$ cat config.mk
export PLATFORM = sky130hd
export DESIGN_NAME = first_fit_free_list_allocator
export DESIGN_NICKNAME = d
export VERILOG_FILES = /design/src/rtl/core/ffa_pkg.sv /design/src/rtl/core/ffa_ctrl.sv /design/src/rtl/core/ffa_dp.sv /design/src/rtl/core/first_fit_free_list_allocator.sv
export VERILOG_INCLUDE_DIRS = /design/src /design/src/rtl/core
export SDC_FILE = /design/constraint.sdc
export NUM_CORES = 2
export LEC_CHECK = 0
export BUFFER_PORTS_ARGS = -buffer_cell sky130_fd_sc_hd__buf_4
export CAP_MARGIN = 20
export CORE_MARGIN = 4
export CORE_UTILIZATION = 45
export DETAILED_ROUTE_END_ITERATION = 10
export GPL_TIMING_DRIVEN = 0
export MAX_ROUTING_LAYER = met4
export PLACE_DENSITY = 0.64
export SYNTH_ARGS = -nofsm -noshare
export SYNTH_HDL_FRONTEND = slang
export SYNTH_SLANG_ARGS = --single-unit
$ cat constraint.sdc
create_clock -name clk -period 25.6 [get_ports clk]
set_input_delay 2.56 -clock clk [delete_from_list [all_inputs] [get_ports clk]]
set_output_delay 2.56 -clock clk [all_outputs]
set_load 0.05 [all_outputs]
$ cat src/rtl/core/first_fit_free_list_allocator_defines.svh
// assertion macros for the first-fit allocator
`ifndef FIRST_FIT_FREE_LIST_ALLOCATOR_DEFINES_SVH
`define FIRST_FIT_FREE_LIST_ALLOCATOR_DEFINES_SVH
// concurrent check on a clock with synchronous active-low reset
`define FFA_ASSERT(lbl, clk, rstn, prop, msg) \
  lbl: assert property (@(posedge clk) disable iff (!rstn) prop) else $error(msg);
`define FFA_ASSERT_ALWAYS(lbl, clk, prop, msg) \
  lbl: assert property (@(posedge clk) prop) else $error(msg);
`endif

$ cat src/rtl/core/ffa_pkg.sv
// types, constants and command/status structs for the first-fit allocator
`timescale 1ns / 1ps
package ffa_pkg;
  localparam int MaxRegions = 16;
  localparam int AddrBits   = 24;
  localparam int SizeBits   = AddrBits + 1;
  localparam int IdxBits    = $clog2(MaxRegions);
  localparam int CntBits    = $clog2(MaxRegions + 1);
  localparam logic [SizeBits-1:0] PoolLimit = SizeBits'(1) << AddrBits;

  localparam logic [1:0] ST_OK      = 2'd0;
  localparam logic [1:0] ST_NOSPACE = 2'd1;
  localparam logic [1:0] ST_NOFIT   = 2'd2;
  localparam logic [1:0] ST_FULL    = 2'd3;

  typedef struct packed {
    logic                req_type;
    logic [SizeBits-1:0] req_size;
    logic [AddrBits-1:0] buf_addr;
    logic [SizeBits-1:0] buf_size;
    logic [SizeBits-1:0] return_amount;
  } ffa_in_t;

  typedef struct packed {
    logic [1:0]          status;
    logic [AddrBits-1:0] grant_addr;
    logic [SizeBits-1:0] grant_size;
    logic [SizeBits-1:0] free_bytes;
    logic [SizeBits-1:0] allocated_bytes;
  } ffa_out_t;

  // controller to datapath
  typedef struct packed {
    logic load;     // capture request, prepare return span
    logic init;     // reinitialize pool from config
    logic scan;     // examine entry at cursor
    logic apply;    // apply decision at found position
    logic shift;    // move one entry during insert or remove
    logic finish;   // drive result
  } ffa_cmd_t;

  // datapath to controller
  typedef struct packed {
    logic scan_done;   // cursor reached the stopping entry or the end
    logic shift_done;  // no further entries to move
    logic early;       // result known without a walk
  } ffa_sts_t;

  function automatic logic [SizeBits-1:0] sat_size(input logic [SizeBits:0] v);
    sat_size = (v > {1'b0, PoolLimit}) ? PoolLimit : v[SizeBits-1:0];
  endfunction
endpackage

$ cat src/rtl/core/ffa_ctrl.sv
// controller state machine for the first-fit allocator
`timescale 1ns / 1ps
`include "first_fit_free_list_allocator_defines.svh"
module ffa_ctrl (
  input  logic            clk,
  input  logic            rst_n,
  input  logic            start,
  input  logic            cfg_fire,
  input  ffa_pkg::ffa_sts_t sts,
  output ffa_pkg::ffa_cmd_t cmd,
  output logic            busy
);
  import ffa_pkg::*;

  typedef enum logic [2:0] {S_IDLE, S_LOAD, S_SCAN, S_APPLY, S_SHIFT, S_DONE} state_t;
  state_t state_r, state_nxt;

  always_comb begin
    state_nxt = state_r;
    case (state_r)
      S_IDLE:  if (start) state_nxt = S_LOAD;
      S_LOAD:  state_nxt = sts.early ? S_DONE : S_SCAN;
      S_SCAN:  if (sts.scan_done) state_nxt = S_APPLY;
      S_APPLY: state_nxt = S_SHIFT;
      S_SHIFT: if (sts.shift_done) state_nxt = S_DONE;
      S_DONE:  state_nxt = S_IDLE;
      default: state_nxt = S_IDLE;
    endcase
  end

  always_ff @(posedge clk) begin
    if (!rst_n) begin
      state_r <= S_IDLE;
    end else begin
      state_r <= state_nxt;
    end
  end

  always_comb begin
    cmd        = '0;
    cmd.init   = cfg_fire;
    cmd.load   = (state_r == S_IDLE) && start;
    cmd.scan   = (state_r == S_SCAN);
    cmd.apply  = (state_r == S_APPLY);
    cmd.shift  = (state_r == S_SHIFT);
    cmd.finish = (state_r == S_DONE);
  end
  assign busy = (state_r != S_IDLE);

  `FFA_ASSERT(a_start_leaves_idle, clk, rst_n, (state_r == S_IDLE && start) |=> state_r == S_LOAD, "start not taken")
  `FFA_ASSERT(a_done_one_cycle, clk, rst_n, cmd.finish |=> !cmd.finish, "result longer than one cycle")
  `FFA_ASSERT(a_apply_then_shift, clk, rst_n, cmd.apply |=> cmd.shift, "apply not followed by shift")
endmodule

$ cat src/rtl/core/ffa_dp.sv
// datapath: free list registers, walk cursor, totals and result
`timescale 1ns / 1ps
`include "first_fit_free_list_allocator_defines.svh"
module ffa_dp (
  input  logic              clk,
  input  logic              rst_n,
  input  ffa_pkg::ffa_cmd_t cmd,
  input  ffa_pkg::ffa_in_t  in_req,
  input  logic [ffa_pkg::SizeBits-1:0] cfg_data,
  output ffa_pkg::ffa_sts_t sts,
  output ffa_pkg::ffa_out_t out_res,
  output logic              out_valid
);
  import ffa_pkg::*;

  // list kept in flip-flops; entries beyond the count are never read
  logic [AddrBits-1:0] rstart_r [MaxRegions];
  logic [SizeBits-1:0] rsize_r  [MaxRegions];
  logic [CntBits-1:0]  count_r;
  logic [SizeBits-1:0] alloc_r, pool_r;

  logic                typ_r;
  logic [SizeBits-1:0] want_r, rsz_r;
  logic [SizeBits:0]   rs_r;      // return start, extra bit
  logic [SizeBits:0]   rend_r;
  logic [CntBits-1:0]  pos_r;
  logic [1:0]          status_r;
  logic [AddrBits-1:0] gaddr_r;
  logic [SizeBits-1:0] gsize_r;
  logic                remove_r, insert_r;
  logic [CntBits-1:0]  sh_r;     // shift cursor
  logic                valid_r;

  // return span preparation
  logic [SizeBits:0] ba_w, bs_w, amt_w, rs_w, rsz_w, rsz_c;
  always_comb begin
    ba_w  = {2'b0, in_req.buf_addr};
    bs_w  = {1'b0, in_req.buf_size};
    amt_w = {1'b0, in_req.return_amount};
    if (amt_w == '0 || amt_w >= bs_w) begin
      rs_w = ba_w; rsz_w = bs_w;
    end else begin
      rs_w = ba_w + bs_w - amt_w; rsz_w = amt_w;
    end
    if (rs_w >= {1'b0, pool_r}) rsz_c = '0;
    else if (rsz_w > {1'b0, pool_r} - rs_w) rsz_c = {1'b0, pool_r} - rs_w;
    else rsz_c = rsz_w;
  end

  logic [SizeBits-1:0] avail_w;
  assign avail_w = (alloc_r > pool_r) ? '0 : pool_r - alloc_r;

  // entry at cursor
  logic [IdxBits-1:0]  pidx;
  logic [IdxBits-1:0]  pidx_m1;
  logic                at_end;
  assign pidx    = pos_r[IdxBits-1:0];
  assign pidx_m1 = pidx - 1'b1;
  assign at_end  = (pos_r >= count_r);
  logic hit_w;
  assign hit_w = typ_r ? ({2'b0, rstart_r[pidx]} >= rend_r)
                       : (rsize_r[pidx] >= want_r);

  // merge decision at found position
  logic mp_w, mn_w;
  logic [SizeBits:0] prev_end;
  assign prev_end = {2'b0, rstart_r[pidx_m1]} + {1'b0, rsize_r[pidx_m1]};
  assign mp_w = (pos_r != '0) && prev_end == rs_r;
  assign mn_w = !at_end && {2'b0, rstart_r[pidx]} == rend_r;

  logic [IdxBits-1:0] shi, shi_m1, shi_p1;
  assign shi    = sh_r[IdxBits-1:0];
  assign shi_m1 = shi - 1'b1;
  assign shi_p1 = shi + 1'b1;

  assign sts.early      = typ_r ? (rsz_r == '0) : (avail_w < want_r);
  assign sts.scan_done  = at_end || hit_w;
  assign sts.shift_done = remove_r ? ({1'b0, sh_r} + 1'b1 >= {1'b0, count_r})
                        : insert_r ? (sh_r <= pos_r) : 1'b1;

  always_ff @(posedge clk) begin
    if (!rst_n) begin
      count_r     <= CntBits'(1);
      alloc_r     <= '0;
      pool_r      <= PoolLimit;
      rstart_r[0] <= '0;
      rsize_r[0]  <= PoolLimit;
      valid_r     <= 1'b0;
    end else begin
      valid_r <= cmd.finish;
      if (cmd.init) begin
        pool_r      <= sat_size({1'b0, cfg_data});
        rstart_r[0] <= '0;
        rsize_r[0]  <= sat_size({1'b0, cfg_data});
        count_r     <= (cfg_data != '0) ? CntBits'(1) : '0;
        alloc_r     <= '0;
      end
      if (cmd.load) begin
        typ_r    <= in_req.req_type;
        want_r   <= in_req.req_size;
        rs_r     <= rs_w;
        rsz_r    <= rsz_c[SizeBits-1:0];
        rend_r   <= rs_w + rsz_c;
        pos_r    <= '0;
        remove_r <= 1'b0;
        insert_r <= 1'b0;
        gaddr_r  <= '0;
        gsize_r  <= '0;
        status_r <= in_req.req_type ? ST_OK
                  : ((avail_w < in_req.req_size) ? ST_NOSPACE : ST_OK);
      end
      if (cmd.scan && !sts.scan_done) pos_r <= pos_r + 1'b1;
      if (cmd.apply) begin
        if (!typ_r) begin
          if (at_end) begin
            status_r <= ST_NOFIT;
          end else begin
            gaddr_r <= rstart_r[pidx];
            gsize_r <= want_r;
            alloc_r <= sat_size({1'b0, alloc_r} + {1'b0, want_r});
            if (rsize_r[pidx] == want_r) begin
              remove_r <= 1'b1;
              sh_r     <= pos_r;
            end else begin
              rstart_r[pidx] <= rstart_r[pidx] + want_r[AddrBits-1:0];
              rsize_r[pidx]  <= rsize_r[pidx] - want_r;
            end
          end
        end else begin
          if (mp_w && mn_w) begin
            rsize_r[pidx_m1] <= sat_size({1'b0, rsize_r[pidx_m1]} + {1'b0, rsz_r}
                                         + {1'b0, rsize_r[pidx]});
            remove_r <= 1'b1;
            sh_r     <= pos_r;
          end else if (mp_w) begin
            rsize_r[pidx_m1] <= sat_size({1'b0, rsize_r[pidx_m1]} + {1'b0, rsz_r});
          end else if (mn_w) begin
            rstart_r[pidx] <= rs_r[AddrBits-1:0];
            rsize_r[pidx]  <= sat_size({1'b0, rsize_r[pidx]} + {1'b0, rsz_r});
          end else if (count_r >= CntBits'(MaxRegions)) begin
            status_r <= ST_FULL;
          end else begin
            insert_r <= 1'b1;
            sh_r     <= count_r;
          end
          if (mp_w || mn_w || count_r < CntBits'(MaxRegions)) begin
            gsize_r <= rsz_r;
            alloc_r <= (alloc_r > rsz_r) ? alloc_r - rsz_r : '0;
          end
        end
      end
      if (cmd.shift) begin
        if (remove_r) begin
          if ({1'b0, sh_r} + 1'b1 < {1'b0, count_r}) begin
            rstart_r[shi] <= rstart_r[shi_p1];
            rsize_r[shi]  <= rsize_r[shi_p1];
            sh_r          <= sh_r + 1'b1;
          end else begin
            count_r  <= count_r - 1'b1;
            remove_r <= 1'b0;
          end
        end else if (insert_r) begin
          if (sh_r > pos_r) begin
            rstart_r[shi] <= rstart_r[shi_m1];
            rsize_r[shi]  <= rsize_r[shi_m1];
            sh_r          <= sh_r - 1'b1;
          end else begin
            rstart_r[shi] <= rs_r[AddrBits-1:0];
            rsize_r[shi]  <= rsz_r;
            count_r       <= count_r + 1'b1;
            insert_r      <= 1'b0;
          end
        end
      end
    end
  end

  assign out_valid = valid_r;
  always_comb begin
    out_res.status          = status_r;
    out_res.grant_addr      = gaddr_r;
    out_res.grant_size      = gsize_r;
    out_res.free_bytes      = avail_w;
    out_res.allocated_bytes = alloc_r;
  end

  `FFA_ASSERT(a_count_bound, clk, rst_n, count_r <= CntBits'(MaxRegions), "free list overflow")
  `FFA_ASSERT(a_one_op, clk, rst_n, !(remove_r && insert_r), "insert and remove together")
  `FFA_ASSERT(a_fail_no_grant, clk, rst_n, (valid_r && status_r != ST_OK) |-> gsize_r == '0, "grant on failure")
endmodule

$ cat src/rtl/core/first_fit_free_list_allocator.sv
// top level of the first-fit free list allocator
// a request passes the load, list walk, apply, entry shift and done states before its result
// a no-space allocation or an empty return goes from load straight to done
// one request at a time, the next start is taken in the result cycle; results cannot stall
// reset (synchronous, rst_n low): one free region covering the whole pool, nothing allocated
`timescale 1ns / 1ps
module first_fit_free_list_allocator (
  input  logic                         clk,
  input  logic                         rst_n,
  input  logic                         start,
  output logic                         busy,
  input  ffa_pkg::ffa_in_t             in_data,
  output logic                         out_valid,
  output ffa_pkg::ffa_out_t            out_data,
  input  logic                         cfg_valid,
  output logic                         cfg_ready,
  input  logic [ffa_pkg::SizeBits-1:0] cfg_data
);
  import ffa_pkg::*;

  ffa_cmd_t cmd;
  ffa_sts_t sts;
  logic     cfg_fire;

  assign cfg_ready = !busy && !start;
  assign cfg_fire  = cfg_valid && cfg_ready;

  ffa_ctrl u_ctrl (
    .clk      (clk),
    .rst_n    (rst_n),
    .start    (start),
    .cfg_fire (cfg_fire),
    .sts      (sts),
    .cmd      (cmd),
    .busy     (busy)
  );

  ffa_dp u_dp (
    .clk       (clk),
    .rst_n     (rst_n),
    .cmd       (cmd),
    .in_req    (in_data),
    .cfg_data  (cfg_data),
    .sts       (sts),
    .out_res   (out_data),
    .out_valid (out_valid)
  );
endmodule

==> results by group <==
Power and ir drop
  – VDD IR max: 0.06659 mV
  – Switching pwr: 4255 uW
  – Cell Int Power: 4876 uW
  – PD cells: 100.2 mW/mm^2
  – Clock share of power: 18.3%
  – Logic gate share of total power: 58.3%
  – Flop pwr share: 23.4%
  – Leak: 0.03243 uW
  – Switching share of power: 46.60%

Timing
  – Final hold violations: 0
  – Worst clock skew: 87.16 ps
  – Slew headroom: 11.04%
  – Min Clock Period, post-route: 16240 ps
  – Max Clk Rate: 61.59 MHz
  – Measured slew at the worst slew-check pin: 1334 ps
  – RSZ-0062 raised after global routing: false
  – Final TNS setup: 0 ps
  – Max-slew violations: 0
  – Fin Hold WS: 485.3 ps
  – Fin crit share: 63.43%
  – Setup violations, final: 0

Synth
  – Synth area leaders: edfxtp_1 (36%), mux4_2 (28%), ha_1 (7.2%)
  – Most used DFF post-synth: edfxtp_1
  – Synth Area in Compound Gates: 11.02%
  – Synth warn: 0
  – Xor and xnor area share after synthesis: 2.985%
  – Post-Synth Simple-Gate Area: 7.849%
  – Synth Area in Adders: 8.147%
  – Unique masters post-synth: 107
  – Largest family of logic cells by synthesized area: multiplexers
  – Synth Area per Inst: 12.67 um^2
  – Register area share after synthesis: 37.48%
  – Yosys top cell area share: 35.89%
  – Synthesized net count: 6890
  – #FFs+latches synth: 1013
  – EDFF count, synth: 950
  – Netlist Area Pre-Place: 0.07948 mm^2
  – Mapped Cells: 6271
  – Dominant cell type by area after synthesis: edfxtp_1
  – Post-synthesis mux area share: 28.63%
  – Ys async rst share: 0%

Global route
  – Initial antenna violation count: 13
  – Largest net degree at the start of global routing: 60
  – Met1 GRT Util: 46.20%
  – Vias in the first global route: 63.66k
  – First-pass GRT wire length: 495000 um
  – Met3 usage: 17.06%
  – GRT Total Usage: 39.43%
  – Most crowded layer after global routing: met2
  – Met2 Usage GRT: 55.03%
  – Total grt overflow: 0

Floorplanning
  – Starting Density: 45.47%
  – Core ar.: 0.1748 mm^2
  – # rows: 153
  – DIE AREA: 0.1834 mm^2
  – Die width: 428.3 um
  – Die height: 428.3 um
  – Ports: 233

Drt
  – DRT antenna net count: 0
  – Final wirelength: 362000 um
  – Detailed-route wire length per cell: 39.16 um
  – Vias per cell: 7.348
  – Drt pass-1 iters: 8
  – Initial DRC Count: 11.07k
  – DRC: 0
  – Via count: 67.93k

Critical path
  – CP arrival: 16690 ps
  – Crit path largest cell delay: 1060 ps
  – Critical path type: in -> reg
  – Most common cell on crit path: a21oi_1
  – CP top delay family: compound AO/OA/AOI/OAI gates
  – Buf/Inv on CP: 10
  – R2r setup slk: 10960 ps
  – Worst Setup Start Kind: input port
  – Required @ worst endpoint: 26060 ps
  – Worst path slowest cell: a211oi_1
  – CP Capture Type: flip-flop
  – CP Max Fanout: 10

Clock tree
  – H-Tree Depth: 3
  – Post-CTS Hold Fix Bufs: 0
  – Clk buf depth: 3
  – Root Driver: clkbuf_16
  – Sink Count: 1013
  – TritonCTS clock tree: built
  – Total CTS buffers: 110
  – Post-CTS sizing: 0
  – Clock Latency Late Sink: 810 ps
  – Post-CTS Setup Bufs: 0
  – Reg clk slew, reported paths: 60 ps

Finish
  – Most frequent cells in the layout: mux4_2 (980), edfxtp_1 (950), ha_1 (455)
  – Syn-to-layout area delta: 14.66%
  – Share of cells above drive strength 1: 24.75%
  – Layout Nets: 7429
  – Commonest non-fill, non-tap cell in the layout: mux4_2
  – Multi-input gate area: 0.04686 mm^2
  – Register Area: 0.02979 mm^2
  – # fillers: 14.67k

Placed design
  – Buffers on Ports: 232
  – GP Congestion: 1.064
  – Post-DP HPWL: 276300 um

Run
  – Max-Cap Viols: 0

Worst hold path
  – Hold Path Class: reg -> reg

Status
  – Outcome: completed
area by class of cell:
class	instances	share of cell area, %
multi-input combinational	4439	51.42
sequential	1013	32.69
timing repair buffer	427	5.183
tap	2325	3.192
clock buffer	134	3.165
inverter	447	1.841
buffer	372	1.584
clock inverter	74	0.8856
antenna	14	0.03844
metrics by stage:
step / total power, uW / worst slack, ps / cells / util [%] / cell area, um^2
after floorplan: 5400 / 13370 / 6271 / - / 79480
after global placement: 7062 / 8286 / 8828 / 48.14 / 84130
after detailed placement: 7218 / 9021 / 8996 / 49.82 / 87080
after CTS: 8882 / 9732 / 9204 / 51.93 / 90770
after global routing: 9424 / 8618 / 9237 / 52.13 / 91110
final: 9132 / 9363 / 9245 / 52.14 / 91130
power by group through the flow:
stage,Combinational [uW],Clock (uW),Sequential [uW]
2_1_floorplan,3300,0,2100
5_1_grt,5560,1740,2130
4_1_cts,5100,1670,2120
6_report,5320,1670,2140
3_3_place_gp,4900,0,2160
3_5_place_dp,5070,0,2150
layer usage:
metal  up-vias  wire (um)
met5         -          0
met4         0      31860
met3      1531      60200
met2      6572     151300
met1     33495     118700
li1      26335          -
flip-flops by register name (all words and copies together), names as in the netlist, named ones only:
name            flops
u_dp.rsize_r      400
u_dp.rstart_r     384
u_dp.rend_r        26
u_dp.rs_r          26
u_dp.alloc_r       25
u_dp.gsize_r       25
u_dp.pool_r        25
u_dp.rsz_r         25
u_dp.want_r        25
u_dp.gaddr_r       24
u_dp.count_r        5
u_dp.pos_r          5
u_dp.sh_r           5
u_ctrl.state_r      3
u_dp.status_r       2
u_dp.insert_r       1
u_dp.out_valid      1
u_dp.remove_r       1
u_dp.typ_r          1
Yosys cell counts (25+ instances only):
cell,count
o21bai_1,32
o211ai_1,49
nor3_1,133
mux2i_1,62
xor2_1,75
buf_1,103
mux4_2,980
o22ai_1,65
fa_1,35
o21ai_0,249
and3_1,28
a21oi_1,355
xnor2_1,194
dfxtp_1,63
or3_1,25
o21a_1,49
nand3_1,97
a31oi_1,50
a221oi_1,25
a21o_1,124
edfxtp_1,950
a211oi_1,53
inv_1,443
nand4_1,59
nor2_1,306
clkbuf_1,260
a22oi_1,26
nand2b_1,56
and2_1,53
nand2_1,377
nor2b_1,40
nor4_1,37
ha_1,455
kinds of logic after synthesis:
family / after synthesis
compound gates: 1330
xor+xnor: 270
fa+ha+maj: 498
buf+inv: 819
flops: 1013
mux: 1046
simple gates: 1295
worst register-to-register path: cells and delay by family (launching register included):
family | cells | cell delay, ps
adders and majority gates | 3 | 1120
buffers and inverters | 11 | 5460
and+or+nand+nor | 5 | 1510
muxes | 2 | 1050
xor gates and xnor gates | 2 | 360
AOI/OAI and AO/OA | 15 | 4590
DFF | 1 | 390
worst paths after layout:
kind | from | endpoint | cells after the start
worst min register to register | u_dp.pool_r[0] | u_dp.pool_r[0] | 1
worst min-delay path | u_dp.pool_r[0] | u_dp.pool_r[0] | 1
worst max-delay path | in_data[23] | u_dp.rend_r[23] | 53
worst max register to register | u_dp.pos_r[0] | u_dp.rsize_r[1][7] | 38
Power figures use the tool's default switching activity.
